$ cat config.mk
export PLATFORM = sky130hd
export DESIGN_NAME = countdown_seven_segment_driver_core_flat
export DESIGN_NICKNAME = d
export VERILOG_FILES = /design/src/hw/rtl/cdsd_pkg.sv /design/src/hw/rtl/cdsd_in_if.sv /design/src/hw/rtl/cdsd_out_if.sv /design/src/hw/rtl/cdsd_div_cell.sv /design/src/hw/rtl/cdsd_encode.sv /design/src/hw/rtl/cdsd_serializer.sv /design/src/hw/rtl/countdown_seven_segment_driver_core.sv /design/src/flat_wrapper.sv
export VERILOG_INCLUDE_DIRS = /design/src /design/src/hw/rtl
export SDC_FILE = /design/constraint.sdc
export NUM_CORES = 2
export LEC_CHECK = 0
export ABC_AREA = 1
export ABC_CLOCK_PERIOD_IN_PS = 26600
export BUFFER_PORTS_ARGS = -buffer_cell sky130_fd_sc_hd__buf_2
export CORE_MARGIN = 4
export CORE_UTILIZATION = 45
export DETAILED_ROUTE_END_ITERATION = 12
export SYNTH_ARGS = -nofsm -noshare
export SYNTH_HDL_FRONTEND = slang
export SYNTH_SLANG_ARGS = --single-unit
$ cat constraint.sdc
create_clock -name clk -period 26.6 [get_ports clk]
set_input_delay 5.32 -clock clk [delete_from_list [all_inputs] [get_ports clk]]
set_output_delay 5.32 -clock clk [all_outputs]
set_load 0.02 [all_outputs]
$ cat src/hw/rtl/assert_macros.svh
// Assertion helpers, clocked on clk and disabled while arst_n is low.
`ifndef ASSERT_MACROS_SVH
`define ASSERT_MACROS_SVH
`ifndef ASSERT_OFF
`define ASSERT_IMPLIES(label, ante, cons, msg) \
	label: assert property (@(posedge clk) disable iff (!arst_n) (ante) |-> (cons)) \
		else $error(msg);
`define ASSERT_NEXT(label, ante, cons, msg) \
	label: assert property (@(posedge clk) disable iff (!arst_n) (ante) |=> (cons)) \
		else $error(msg);
`else
`define ASSERT_IMPLIES(label, ante, cons, msg)
`define ASSERT_NEXT(label, ante, cons, msg)
`endif
`endif

$ cat src/hw/rtl/cdsd_pkg.sv
package cdsd_pkg;

	// Field and intermediate widths
	localparam int TIME_W = 32;
	localparam int MIN_W = 27;   // seconds / 60 fits in 27 bits
	localparam int HR_W = 21;    // minutes / 60 fits in 21 bits
	localparam int DAY_W = 16;   // hours / 24 fits in 16 bits
	localparam int SEG_W = 8;
	localparam int PAIR_W = 7;   // a two-digit group, 0..99

	// Divisors of the time split
	localparam int SEC_DIV = 60;
	localparam int MIN_DIV = 60;
	localparam int HR_DIV = 24;

	// Remainder bits collected along the divider row: seconds, minutes, hours
	localparam int SEC_RW = $clog2(SEC_DIV);
	localparam int MIN_RW = $clog2(MIN_DIV);
	localparam int HR_RW = $clog2(HR_DIV);
	localparam int SIDE_W = SEC_RW + MIN_RW + HR_RW;

	localparam logic [PAIR_W-1:0] DAYS_MAX = PAIR_W'(99);
	localparam logic [TIME_W-1:0] TARGET_RESET = 32'd1635231600;

	localparam int FRAME_LEN = 8;
	localparam int CNT_W = $clog2(FRAME_LEN);

	// Segment bits
	localparam logic [SEG_W-1:0] SEG_A = 8'h01;
	localparam logic [SEG_W-1:0] SEG_F = 8'h02;
	localparam logic [SEG_W-1:0] SEG_G = 8'h04;
	localparam logic [SEG_W-1:0] SEG_E = 8'h08;
	localparam logic [SEG_W-1:0] SEG_D = 8'h10;
	localparam logic [SEG_W-1:0] SEG_C = 8'h20;
	localparam logic [SEG_W-1:0] SEG_B = 8'h40;
	localparam logic [SEG_W-1:0] SEG_DP = 8'h80;

	typedef logic [SEG_W-1:0] seg_t;
	typedef seg_t [FRAME_LEN-1:0] frame_t;

	// Segment pattern of one decimal digit
	function automatic seg_t digit_seg(input logic [3:0] d);
		seg_t s;
		unique case (d)
			4'd0: s = SEG_A | SEG_B | SEG_C | SEG_D | SEG_E | SEG_F;
			4'd1: s = SEG_B | SEG_C;
			4'd2: s = SEG_A | SEG_B | SEG_D | SEG_E | SEG_G;
			4'd3: s = SEG_A | SEG_B | SEG_C | SEG_D | SEG_G;
			4'd4: s = SEG_F | SEG_G | SEG_B | SEG_C;
			4'd5: s = SEG_A | SEG_F | SEG_G | SEG_C | SEG_D;
			4'd6: s = SEG_A | SEG_F | SEG_G | SEG_E | SEG_C | SEG_D;
			4'd7: s = SEG_A | SEG_B | SEG_C;
			4'd8: s = SEG_A | SEG_B | SEG_C | SEG_D | SEG_E | SEG_F | SEG_G;
			4'd9: s = SEG_A | SEG_B | SEG_C | SEG_D | SEG_F | SEG_G;
			default: s = '0;
		endcase
		return s;
	endfunction

	// Tens digit of a value below 100: multiply by 205/2048
	function automatic logic [3:0] tens_of(input logic [PAIR_W-1:0] v);
		logic [14:0] p;
		p = 15'(v) * 15'd205;
		return p[14:11];
	endfunction

	function automatic logic [3:0] units_of(input logic [PAIR_W-1:0] v);
		logic [PAIR_W-1:0] t10;
		t10 = PAIR_W'(tens_of(v)) * PAIR_W'(10);
		return 4'(v - t10);
	endfunction

endpackage

$ cat src/hw/rtl/cdsd_in_if.sv
interface cdsd_in_if import cdsd_pkg::*; ();
	logic valid;
	logic ready;
	logic [TIME_W-1:0] now_time;

	modport source(output valid, output now_time, input ready);
	modport sink(input valid, input now_time, output ready);
endinterface

$ cat src/hw/rtl/cdsd_out_if.sv
interface cdsd_out_if import cdsd_pkg::*; ();
	logic valid;
	logic ready;
	logic [SEG_W-1:0] segment_byte;
	logic latch;

	modport source(output valid, output segment_byte, output latch, input ready);
	modport sink(input valid, input segment_byte, input latch, output ready);
endinterface

$ cat src/hw/rtl/cdsd_div_cell.sv
`include "assert_macros.svh"

// One divider cell: quotient by a constant through a reciprocal multiply,
// then a single correction step. The remainder is shifted into the side word.
module cdsd_div_cell import cdsd_pkg::*; #(
	parameter int XW = 32,
	parameter int DIVISOR = 60
) (
	input  logic              clk,
	input  logic              arst_n,
	input  logic              en,
	input  logic              in_v,
	input  logic [XW-1:0]     in_x,
	input  logic [SIDE_W-1:0] in_side,
	output logic              out_v,
	output logic [XW-1:0]     out_q,
	output logic [SIDE_W-1:0] out_side
);
	localparam int RW = $clog2(DIVISOR);
	localparam logic [2*XW-1:0] SCALE = (2*XW)'(1) << XW;
	localparam logic [2*XW-1:0] RECIP_FULL = SCALE / DIVISOR;
	localparam logic [XW-1:0] RECIP = RECIP_FULL[XW-1:0];
	localparam logic [XW-1:0] DIV_X = XW'(DIVISOR);

	logic [2*XW-1:0] prod;
	logic            v_s1;
	logic [XW-1:0]   x_s1;
	logic [XW-1:0]   qe_s1;
	logic [SIDE_W-1:0] side_s1;
	logic [XW-1:0]   r_full;
	logic            fix;
	logic [XW-1:0]   q_fix;
	logic [XW-1:0]   r_fix;
	logic            v_s2;
	logic [XW-1:0]   q_s2;
	logic [RW-1:0]   r_s2;
	logic [SIDE_W-1:0] side_s2;

	// Estimate the quotient; it is the true one or one short
	assign prod = {{XW{1'b0}}, in_x} * {{XW{1'b0}}, RECIP};

	always_ff @(posedge clk or negedge arst_n) begin
		if (!arst_n) begin
			v_s1 <= 1'b0;
			v_s2 <= 1'b0;
		end else if (en) begin
			v_s1 <= in_v;
			v_s2 <= v_s1;
		end
	end

	always_ff @(posedge clk) begin
		if (en) begin
			x_s1 <= in_x;
			qe_s1 <= prod[2*XW-1:XW];
			side_s1 <= in_side;
		end
	end

	// Correct the estimate once
	always_comb begin
		r_full = x_s1 - qe_s1 * DIV_X;
		fix = (r_full >= DIV_X);
		q_fix = qe_s1 + XW'(fix);
		r_fix = fix ? (r_full - DIV_X) : r_full;
	end

	always_ff @(posedge clk) begin
		if (en) begin
			q_s2 <= q_fix;
			r_s2 <= r_fix[RW-1:0];
			side_s2 <= {side_s1[SIDE_W-RW-1:0], r_fix[RW-1:0]};
		end
	end

	assign out_v = v_s2;
	assign out_q = q_s2;
	assign out_side = side_s2;

	`ASSERT_IMPLIES(a_rem_range, v_s2, (XW'(r_s2) < DIV_X), "remainder not below divisor")
endmodule

$ cat src/hw/rtl/cdsd_encode.sv
// Saturate days, split the four groups into digits and map to segments.
module cdsd_encode import cdsd_pkg::*; (
	input  logic              clk,
	input  logic              arst_n,
	input  logic              en,
	input  logic              in_v,
	input  logic [DAY_W-1:0]  days,
	input  logic [SIDE_W-1:0] side,
	output logic              out_v,
	output frame_t            out_frame
);
	logic [PAIR_W-1:0] sec_v;
	logic [PAIR_W-1:0] min_v;
	logic [PAIR_W-1:0] hr_v;
	logic [PAIR_W-1:0] day_v;
	frame_t            frame_d;
	logic              v_s1;
	frame_t            frame_s1;

	// Unpack remainders: seconds shifted in first, hours last
	always_comb begin
		sec_v = PAIR_W'(side[SIDE_W-1 -: SEC_RW]);
		min_v = PAIR_W'(side[HR_RW +: MIN_RW]);
		hr_v = PAIR_W'(side[HR_RW-1:0]);
		day_v = (days > DAY_W'(DAYS_MAX)) ? DAYS_MAX : days[PAIR_W-1:0];
	end

	// Build the frame in shift order, units before tens
	always_comb begin
		frame_d[0] = digit_seg(units_of(sec_v));
		frame_d[1] = digit_seg(tens_of(sec_v));
		frame_d[2] = digit_seg(units_of(min_v)) | SEG_DP;
		frame_d[3] = digit_seg(tens_of(min_v));
		frame_d[4] = digit_seg(units_of(hr_v)) | SEG_DP;
		frame_d[5] = digit_seg(tens_of(hr_v));
		frame_d[6] = digit_seg(units_of(day_v)) | SEG_DP;
		frame_d[7] = digit_seg(tens_of(day_v));
	end

	always_ff @(posedge clk or negedge arst_n) begin
		if (!arst_n) begin
			v_s1 <= 1'b0;
		end else if (en) begin
			v_s1 <= in_v;
		end
	end

	always_ff @(posedge clk) begin
		if (en) begin
			frame_s1 <= frame_d;
		end
	end

	assign out_v = v_s1;
	assign out_frame = frame_s1;
endmodule

$ cat src/hw/rtl/cdsd_serializer.sv
`include "assert_macros.svh"

// Shift one frame out, one byte per accepted item, latch on the last byte.
module cdsd_serializer import cdsd_pkg::*; (
	input  logic              clk,
	input  logic              arst_n,
	input  logic              in_v,
	input  frame_t            in_frame,
	output logic              load,
	cdsd_out_if.source        seg_ch
);
	localparam logic [CNT_W-1:0] LAST = CNT_W'(FRAME_LEN - 1);

	logic             busy_q;
	logic [CNT_W-1:0] cnt_q;
	frame_t           frame_q;

	// Take a new frame when empty or when the last byte leaves
	assign load = !busy_q || (seg_ch.ready && (cnt_q == LAST));

	always_ff @(posedge clk or negedge arst_n) begin
		if (!arst_n) begin
			busy_q <= 1'b0;
			cnt_q <= '0;
		end else if (load) begin
			busy_q <= in_v;
			cnt_q <= '0;
		end else if (seg_ch.ready) begin
			cnt_q <= cnt_q + 1'b1;
		end
	end

	always_ff @(posedge clk) begin
		if (load && in_v) begin
			frame_q <= in_frame;
		end
	end

	assign seg_ch.valid = busy_q;
	assign seg_ch.segment_byte = frame_q[cnt_q];
	assign seg_ch.latch = (cnt_q == LAST);

	`ASSERT_NEXT(a_drain_idle, (seg_ch.valid && seg_ch.ready && seg_ch.latch && !in_v), !seg_ch.valid, "output stays valid after last byte with no frame")
	`ASSERT_NEXT(a_new_frame_start, (load && in_v), (seg_ch.valid && (cnt_q == '0)), "frame did not start at first byte")
endmodule

$ cat src/hw/rtl/countdown_seven_segment_driver_core.sv
// An accepted item passes the input stage, the three divider cells and the encoder, each
// registered, before the byte serializer takes its frame of 8 bytes and sends it out; items
// are taken every cycle while the divider row has room, and a repeated reading
// produces no frame. Async reset (arst_n low) clears the pipeline, drops any
// frame in flight, sets the target to its default and the last reading to zero.
`include "assert_macros.svh"

module countdown_seven_segment_driver_core import cdsd_pkg::*; (
	input  logic              clk,
	input  logic              arst_n,
	input  logic              cfg_wr_en,
	input  logic [TIME_W-1:0] cfg_wr_data,
	cdsd_in_if.sink           now_ch,
	cdsd_out_if.source        seg_ch
);
	logic              adv;
	logic              acc;
	logic [TIME_W-1:0] target_q;
	logic [TIME_W-1:0] last_q;
	logic              v_s0;
	logic [TIME_W-1:0] left_s0;

	logic              sec_v;
	logic [TIME_W-1:0] sec_q;
	logic [SIDE_W-1:0] sec_side;
	logic              min_v;
	logic [MIN_W-1:0]  min_q;
	logic [SIDE_W-1:0] min_side;
	logic              hr_v;
	logic [HR_W-1:0]   hr_q;
	logic [SIDE_W-1:0] hr_side;
	logic              enc_v;
	frame_t            enc_frame;
	logic              ser_load;

	// Whole row advances unless a finished frame waits on the serializer
	assign adv = !enc_v || ser_load;
	assign now_ch.ready = adv;
	assign acc = now_ch.valid && adv;

	// Hold target and the last reading
	always_ff @(posedge clk or negedge arst_n) begin
		if (!arst_n) begin
			target_q <= TARGET_RESET;
			last_q <= '0;
		end else begin
			if (cfg_wr_en) begin
				target_q <= cfg_wr_data;
			end
			if (acc && (now_ch.now_time != last_q)) begin
				last_q <= now_ch.now_time;
			end
		end
	end

	// Drop repeats and form seconds left
	always_ff @(posedge clk or negedge arst_n) begin
		if (!arst_n) begin
			v_s0 <= 1'b0;
		end else if (adv) begin
			v_s0 <= acc && (now_ch.now_time != last_q);
		end
	end

	always_ff @(posedge clk) begin
		if (adv) begin
			left_s0 <= target_q - now_ch.now_time;
		end
	end

	cdsd_div_cell #(.XW(TIME_W), .DIVISOR(SEC_DIV)) u_cell_sec (
		.clk(clk), .arst_n(arst_n), .en(adv),
		.in_v(v_s0), .in_x(left_s0), .in_side('0),
		.out_v(sec_v), .out_q(sec_q), .out_side(sec_side)
	);

	cdsd_div_cell #(.XW(MIN_W), .DIVISOR(MIN_DIV)) u_cell_min (
		.clk(clk), .arst_n(arst_n), .en(adv),
		.in_v(sec_v), .in_x(sec_q[MIN_W-1:0]), .in_side(sec_side),
		.out_v(min_v), .out_q(min_q), .out_side(min_side)
	);

	cdsd_div_cell #(.XW(HR_W), .DIVISOR(HR_DIV)) u_cell_hr (
		.clk(clk), .arst_n(arst_n), .en(adv),
		.in_v(min_v), .in_x(min_q[HR_W-1:0]), .in_side(min_side),
		.out_v(hr_v), .out_q(hr_q), .out_side(hr_side)
	);

	cdsd_encode u_encode (
		.clk(clk), .arst_n(arst_n), .en(adv),
		.in_v(hr_v), .days(hr_q[DAY_W-1:0]), .side(hr_side),
		.out_v(enc_v), .out_frame(enc_frame)
	);

	cdsd_serializer u_serializer (
		.clk(clk), .arst_n(arst_n),
		.in_v(enc_v), .in_frame(enc_frame), .load(ser_load),
		.seg_ch(seg_ch)
	);

	`ASSERT_NEXT(a_repeat_dropped, (acc && (now_ch.now_time == last_q)), !v_s0, "repeated reading started a frame")
	`ASSERT_NEXT(a_stall_holds, (enc_v && !adv), enc_v, "waiting frame lost during stall")
endmodule
$ cat src/flat_wrapper.sv
// flat-port wrapper written by rule: the top's interface ports become plain ports
module countdown_seven_segment_driver_core_flat import cdsd_pkg::*;
  (clk, arst_n, cfg_wr_en, cfg_wr_data, now_ch_valid, now_ch_now_time, now_ch_ready, seg_ch_valid, seg_ch_segment_byte, seg_ch_latch, seg_ch_ready);
  cdsd_in_if now_ch_i ();
  cdsd_out_if seg_ch_i ();
  input  logic clk;
  input  logic arst_n;
  input  logic cfg_wr_en;
  input  logic [TIME_W-1:0] cfg_wr_data;
  input wire logic [$bits(now_ch_i.valid)-1:0] now_ch_valid;
  input wire logic [$bits(now_ch_i.now_time)-1:0] now_ch_now_time;
  output wire logic [$bits(now_ch_i.ready)-1:0] now_ch_ready;
  output wire logic [$bits(seg_ch_i.valid)-1:0] seg_ch_valid;
  output wire logic [$bits(seg_ch_i.segment_byte)-1:0] seg_ch_segment_byte;
  output wire logic [$bits(seg_ch_i.latch)-1:0] seg_ch_latch;
  input wire logic [$bits(seg_ch_i.ready)-1:0] seg_ch_ready;
  assign now_ch_i.valid = now_ch_valid;
  assign now_ch_i.now_time = now_ch_now_time;
  assign now_ch_ready = now_ch_i.ready;
  assign seg_ch_valid = seg_ch_i.valid;
  assign seg_ch_segment_byte = seg_ch_i.segment_byte;
  assign seg_ch_latch = seg_ch_i.latch;
  assign seg_ch_i.ready = seg_ch_ready;
  countdown_seven_segment_driver_core u_core (.clk(clk), .arst_n(arst_n), .cfg_wr_en(cfg_wr_en), .cfg_wr_data(cfg_wr_data), .now_ch(now_ch_i), .seg_ch(seg_ch_i));
endmodule
==> results.txt <==
- Run status: complete, no violations
- In the finished design, the share of the clock period the worst path needs comes to 0.436.
* Half-perimeter wire length of the detailed placement result: 113000 microns
* Routed Wire Length: 133000 microns
- In the final layout, the share of cells above drive strength 1 is 0.0504.
- CTS placed an instance of sky130_fd_sc_hd__clkbuf_16 at the clock tree root.
- Measured against its own limit, the worst slew margin works out to 0.190.
* Average cell area after synthesis: 8.86 sq um
- Peak fanout along the critical path: 4
- Synthesized cell area: 53700 sq um
- Number of vias in the routed layout: 40000
* Fmax: 0.0863 GHz
* Max-slew violations: 0
* Area occupied by multi-input gates: 35100 sq um
* Area share of the largest cell type after synthesis: 0.225
* FF-to-FF setup slack: 19.11 ns
- The critical path contains buffers and inverters numbering 3 combined.
- For this design, the CTS-stage hold fixing added 0 buffers.
- Compared with the post-synthesis result, the final layout area differs by 7.79%.
- Of the synthesized area, sequential elements account for 0.261.
* Clock transition at the register clock pins on the worst setup and hold paths after CTS: 0.06 ns
* Launching point of the worst reg2reg path: u_core.u_cell_sec.qe_s1[4]$_DFFE_PN_
- In this run the number of H-tree levels came out at 2.
* Buffers from clock root to sink, at most: 3
- Final sum of negative setup slack: 0 ns
- Port buffering added 79 buffers.
- Clock tree from TritonCTS: yes
- The most used flip-flop cell after synthesis is sky130_fd_sc_hd__edfxtp_1.
* Number of global-route vias before repair: 40400
- Library cell occupying the most area in the post-synthesis netlist: sky130_fd_sc_hd__edfxtp_1
- The initial utilization of the core area, before any placement, comes to 0.454.
- Maximum cell stage delay along the critical path: 0.21 ns
* Final hold viol count: 0
- Startpoint class of the critical path: input pin
- From bottom edge to top edge, the die measures 354 microns.
- The sequential cells in the finished layout cover a total of 14000 sq um.
- Setup repair after global routing left no endpoint under its margin.
* Inserted Diodes: 0
- Number of different library cells in the post-synthesis netlist: 57
* Wire length of the first global-routing pass: 215000 microns
- Std cell rows: 126
- RR Endpoint: u_core.u_cell_sec.out_q[26]$_DFFE_PN_
- Synth Net Count: 7466
- Final count of negative-setup-slack endpoints: 0
- The region available for standard cell placement spans 118000 sq um.
- Worst hold slack: 0.412 ns
- met2 is the most crowded layer.
- The synthesized design contains 479 register bits.
* Proportion of register bits with asynchronous set or reset after synthesis: 0.159
* Drt first-iter violations: 2257
- Detailed-route wire length per cell: 17.2 microns
- The routed design could run at a clock period as short as 11.59 ns.
- Antenna-violating nets left: 0
- The worst hold path begins at u_core.u_cell_min.out_side[10]$_DFFE_PN_.
- The net count of the finished layout is 7583.
* Cell-by-cell trace of the critical path: buf_2, nor2_1, a21oi_1, inv_1, nand2_4, buf_2
* Worst hold path cell count: 0
- The clock reaches the later pin of the worst-skew pair after 0.66 ns.
- Global route overflow: 0
* Number of flops mapped to enable cells by yosys: 403
- Sorting the synthesized cells by how often they occur yields sky130_fd_sc_hd__inv_1 (1180), sky130_fd_sc_hd__nand2_1 (1115), sky130_fd_sc_hd__ha_1 (907), sky130_fd_sc_hd__fa_1 (425), sky130_fd_sc_hd__nor2_1 (409).
- Post-CTS Setup Bufs: 0
- In this run the worst hold path is classified as register to register.
- Max-Cap Viols: 0
- Fraction of met2 tracks used by global routing: 0.368
- Destination of the worst hold path: u_core.u_cell_hr.side_s1[10]$_DFFE_PN_
- Post-CTS repair changed the size of 0 cells.
- In this run the horizontal extent of the chip is 354 microns.
* Slowest library cell on the worst path: sky130_fd_sc_hd__inv_1
- GRT Util Overall: 0.214
- The Yosys step of the flow raised 0 warnings.
- Most used standard cell by instance count after synthesis: sky130_fd_sc_hd__inv_1
* Weighted congestion at the end of routability-driven global placement: 0.938
- I/O pin count: 80
- Depth of the worst register-to-register path: 43
- Clock Sinks: 479
- Among cell families on the critical path, the largest total delay comes from buffers and inverters.
- After technology mapping, the gate count stands at 6065.
- For this run, global-route usage on met1 was measured as 0.293.
- The number of clock buffers added by TritonCTS is 55.
- Area of the die: 125000 sq um
- Arr. time, crit path: 6.27 ns
- STA classifies the critical path endpoint as a primary output.
- Remaining DRCs: 0
- Data required time of the critical path: 21.28 ns
- The setup path with the least slack is of type input pin to primary output.
- Clock Skews: 0.0319 ns
* Ranking of synthesized cells by area: sky130_fd_sc_hd__edfxtp_1 (23%), sky130_fd_sc_hd__ha_1 (21%), sky130_fd_sc_hd__fa_1 (16%)
- Transition at the pin with the smallest max-transition slack: 1.21 ns
- CP dominant cell by count: sky130_fd_sc_hd__buf_2
- Entering global routing, the biggest net connects 159 pins.
- First-pass DRT Iterations: 5
* Vias/cell: 5.15
- The initial antenna violation count came to 3.
- In the global route stage, met3 resource usage came out at 0.0234.
- After filler insertion, the fill cell instance count of the layout stands at 11300.
==> per-layer routing <==
metal	up-vias	wire length [microns]
li1	20100	-
met4	0	3040
met1	19000	61400
met2	715	63500
met3	155	5320
met5	-	0
==> worst max path at each step <==
stage,from,to,cells after the start
after global routing,seg_ch_ready,now_ch_ready,6
final,seg_ch_ready,now_ch_ready,6
after CTS,seg_ch_ready,now_ch_ready,6
after floorplan,seg_ch_ready,now_ch_ready,5
after detailed placement,seg_ch_ready,now_ch_ready,6
after global placement,seg_ch_ready,now_ch_ready,6
==> cell families after synthesis <==
kind of cell,count (synthesis),share of synthesized area
DFF,479,0.261
AOI/OAI and AO/OA,748,0.0778
buffers and inverters,1218,0.0853
adders and majority gates,1332,0.370
muxes,31,0.00650
xor gates and xnor gates,262,0.0428
and+or+nand+nor,1995,0.157
==> final cells by class <==
type / count / share of cell area
Tap cell: 1536 / 0.0332
Clock inverter: 40 / 0.00765
Timing Repair Buffer: 86 / 0.00799
Inverter: 1192 / 0.0772
Sequential cell: 479 / 0.242
Multi-Input combinational cell: 4368 / 0.607
Clock buffer: 64 / 0.0250
==> sequential cells by signal (all words and copies together) (netlist names), 3 cells and up <==
register,flops
u_core.u_cell_hr.out_side,17
u_core.u_cell_min.side_s1,6
u_core.u_serializer.cnt_q,3
u_core.u_cell_min.x_s1,27
u_core.u_cell_hr.out_q,16
u_core.u_cell_sec.out_side,6
u_core.u_cell_min.out_q,21
u_core.u_serializer.frame_q,54
u_core.u_cell_sec.out_q,27
u_core.u_cell_sec.qe_s1,27
u_core.last_q,32
u_core.u_cell_min.out_side,12
u_core.u_cell_hr.side_s1,12
u_core.u_cell_min.qe_s1,22
u_core.target_q,32
u_core.left_s0,32
u_core.u_cell_hr.x_s1,21
u_core.u_cell_sec.x_s1,32
u_core.u_cell_hr.qe_s1,17
u_core.u_encode.out_frame,54
==> per-stage QoR <==
step / instance area [sq um] / instances / setup WS [ns] / utilization
floorplan: 53700 / 6065 / 5.82 / -
global placement: 56000 / 7661 / 15.00 / 0.474
detailed placement: 56000 / 7661 / 15.00 / 0.474
CTS: 57900 / 7765 / 15.00 / 0.490
global route: 57900 / 7765 / 14.95 / 0.490
finish: 57900 / 7765 / 15.01 / 0.490
==> placed cells by master (no fill, tap or decap), types with 59 or more instances in the layout <==
cell type | netlist | layout
sky130_fd_sc_hd__dfrtp_1 | 59 | 59
sky130_fd_sc_hd__nor2_1 | 409 | 408
sky130_fd_sc_hd__inv_1 | 1180 | 1180
sky130_fd_sc_hd__nand4_1 | 89 | 89
sky130_fd_sc_hd__xnor2_1 | 106 | 106
sky130_fd_sc_hd__edfxtp_1 | 403 | 403
sky130_fd_sc_hd__fa_1 | 425 | 425
sky130_fd_sc_hd__nand3_1 | 223 | 222
sky130_fd_sc_hd__buf_2 | 4 | 78
sky130_fd_sc_hd__nand2_1 | 1115 | 1114
sky130_fd_sc_hd__xor2_1 | 155 | 155
sky130_fd_sc_hd__a21oi_1 | 324 | 324
sky130_fd_sc_hd__o21ai_0 | 233 | 233
sky130_fd_sc_hd__ha_1 | 907 | 907
Power is left out: the tool's default activity adds up to more than one toggle a clock period on the data nets, which glitch-free logic cannot reach.
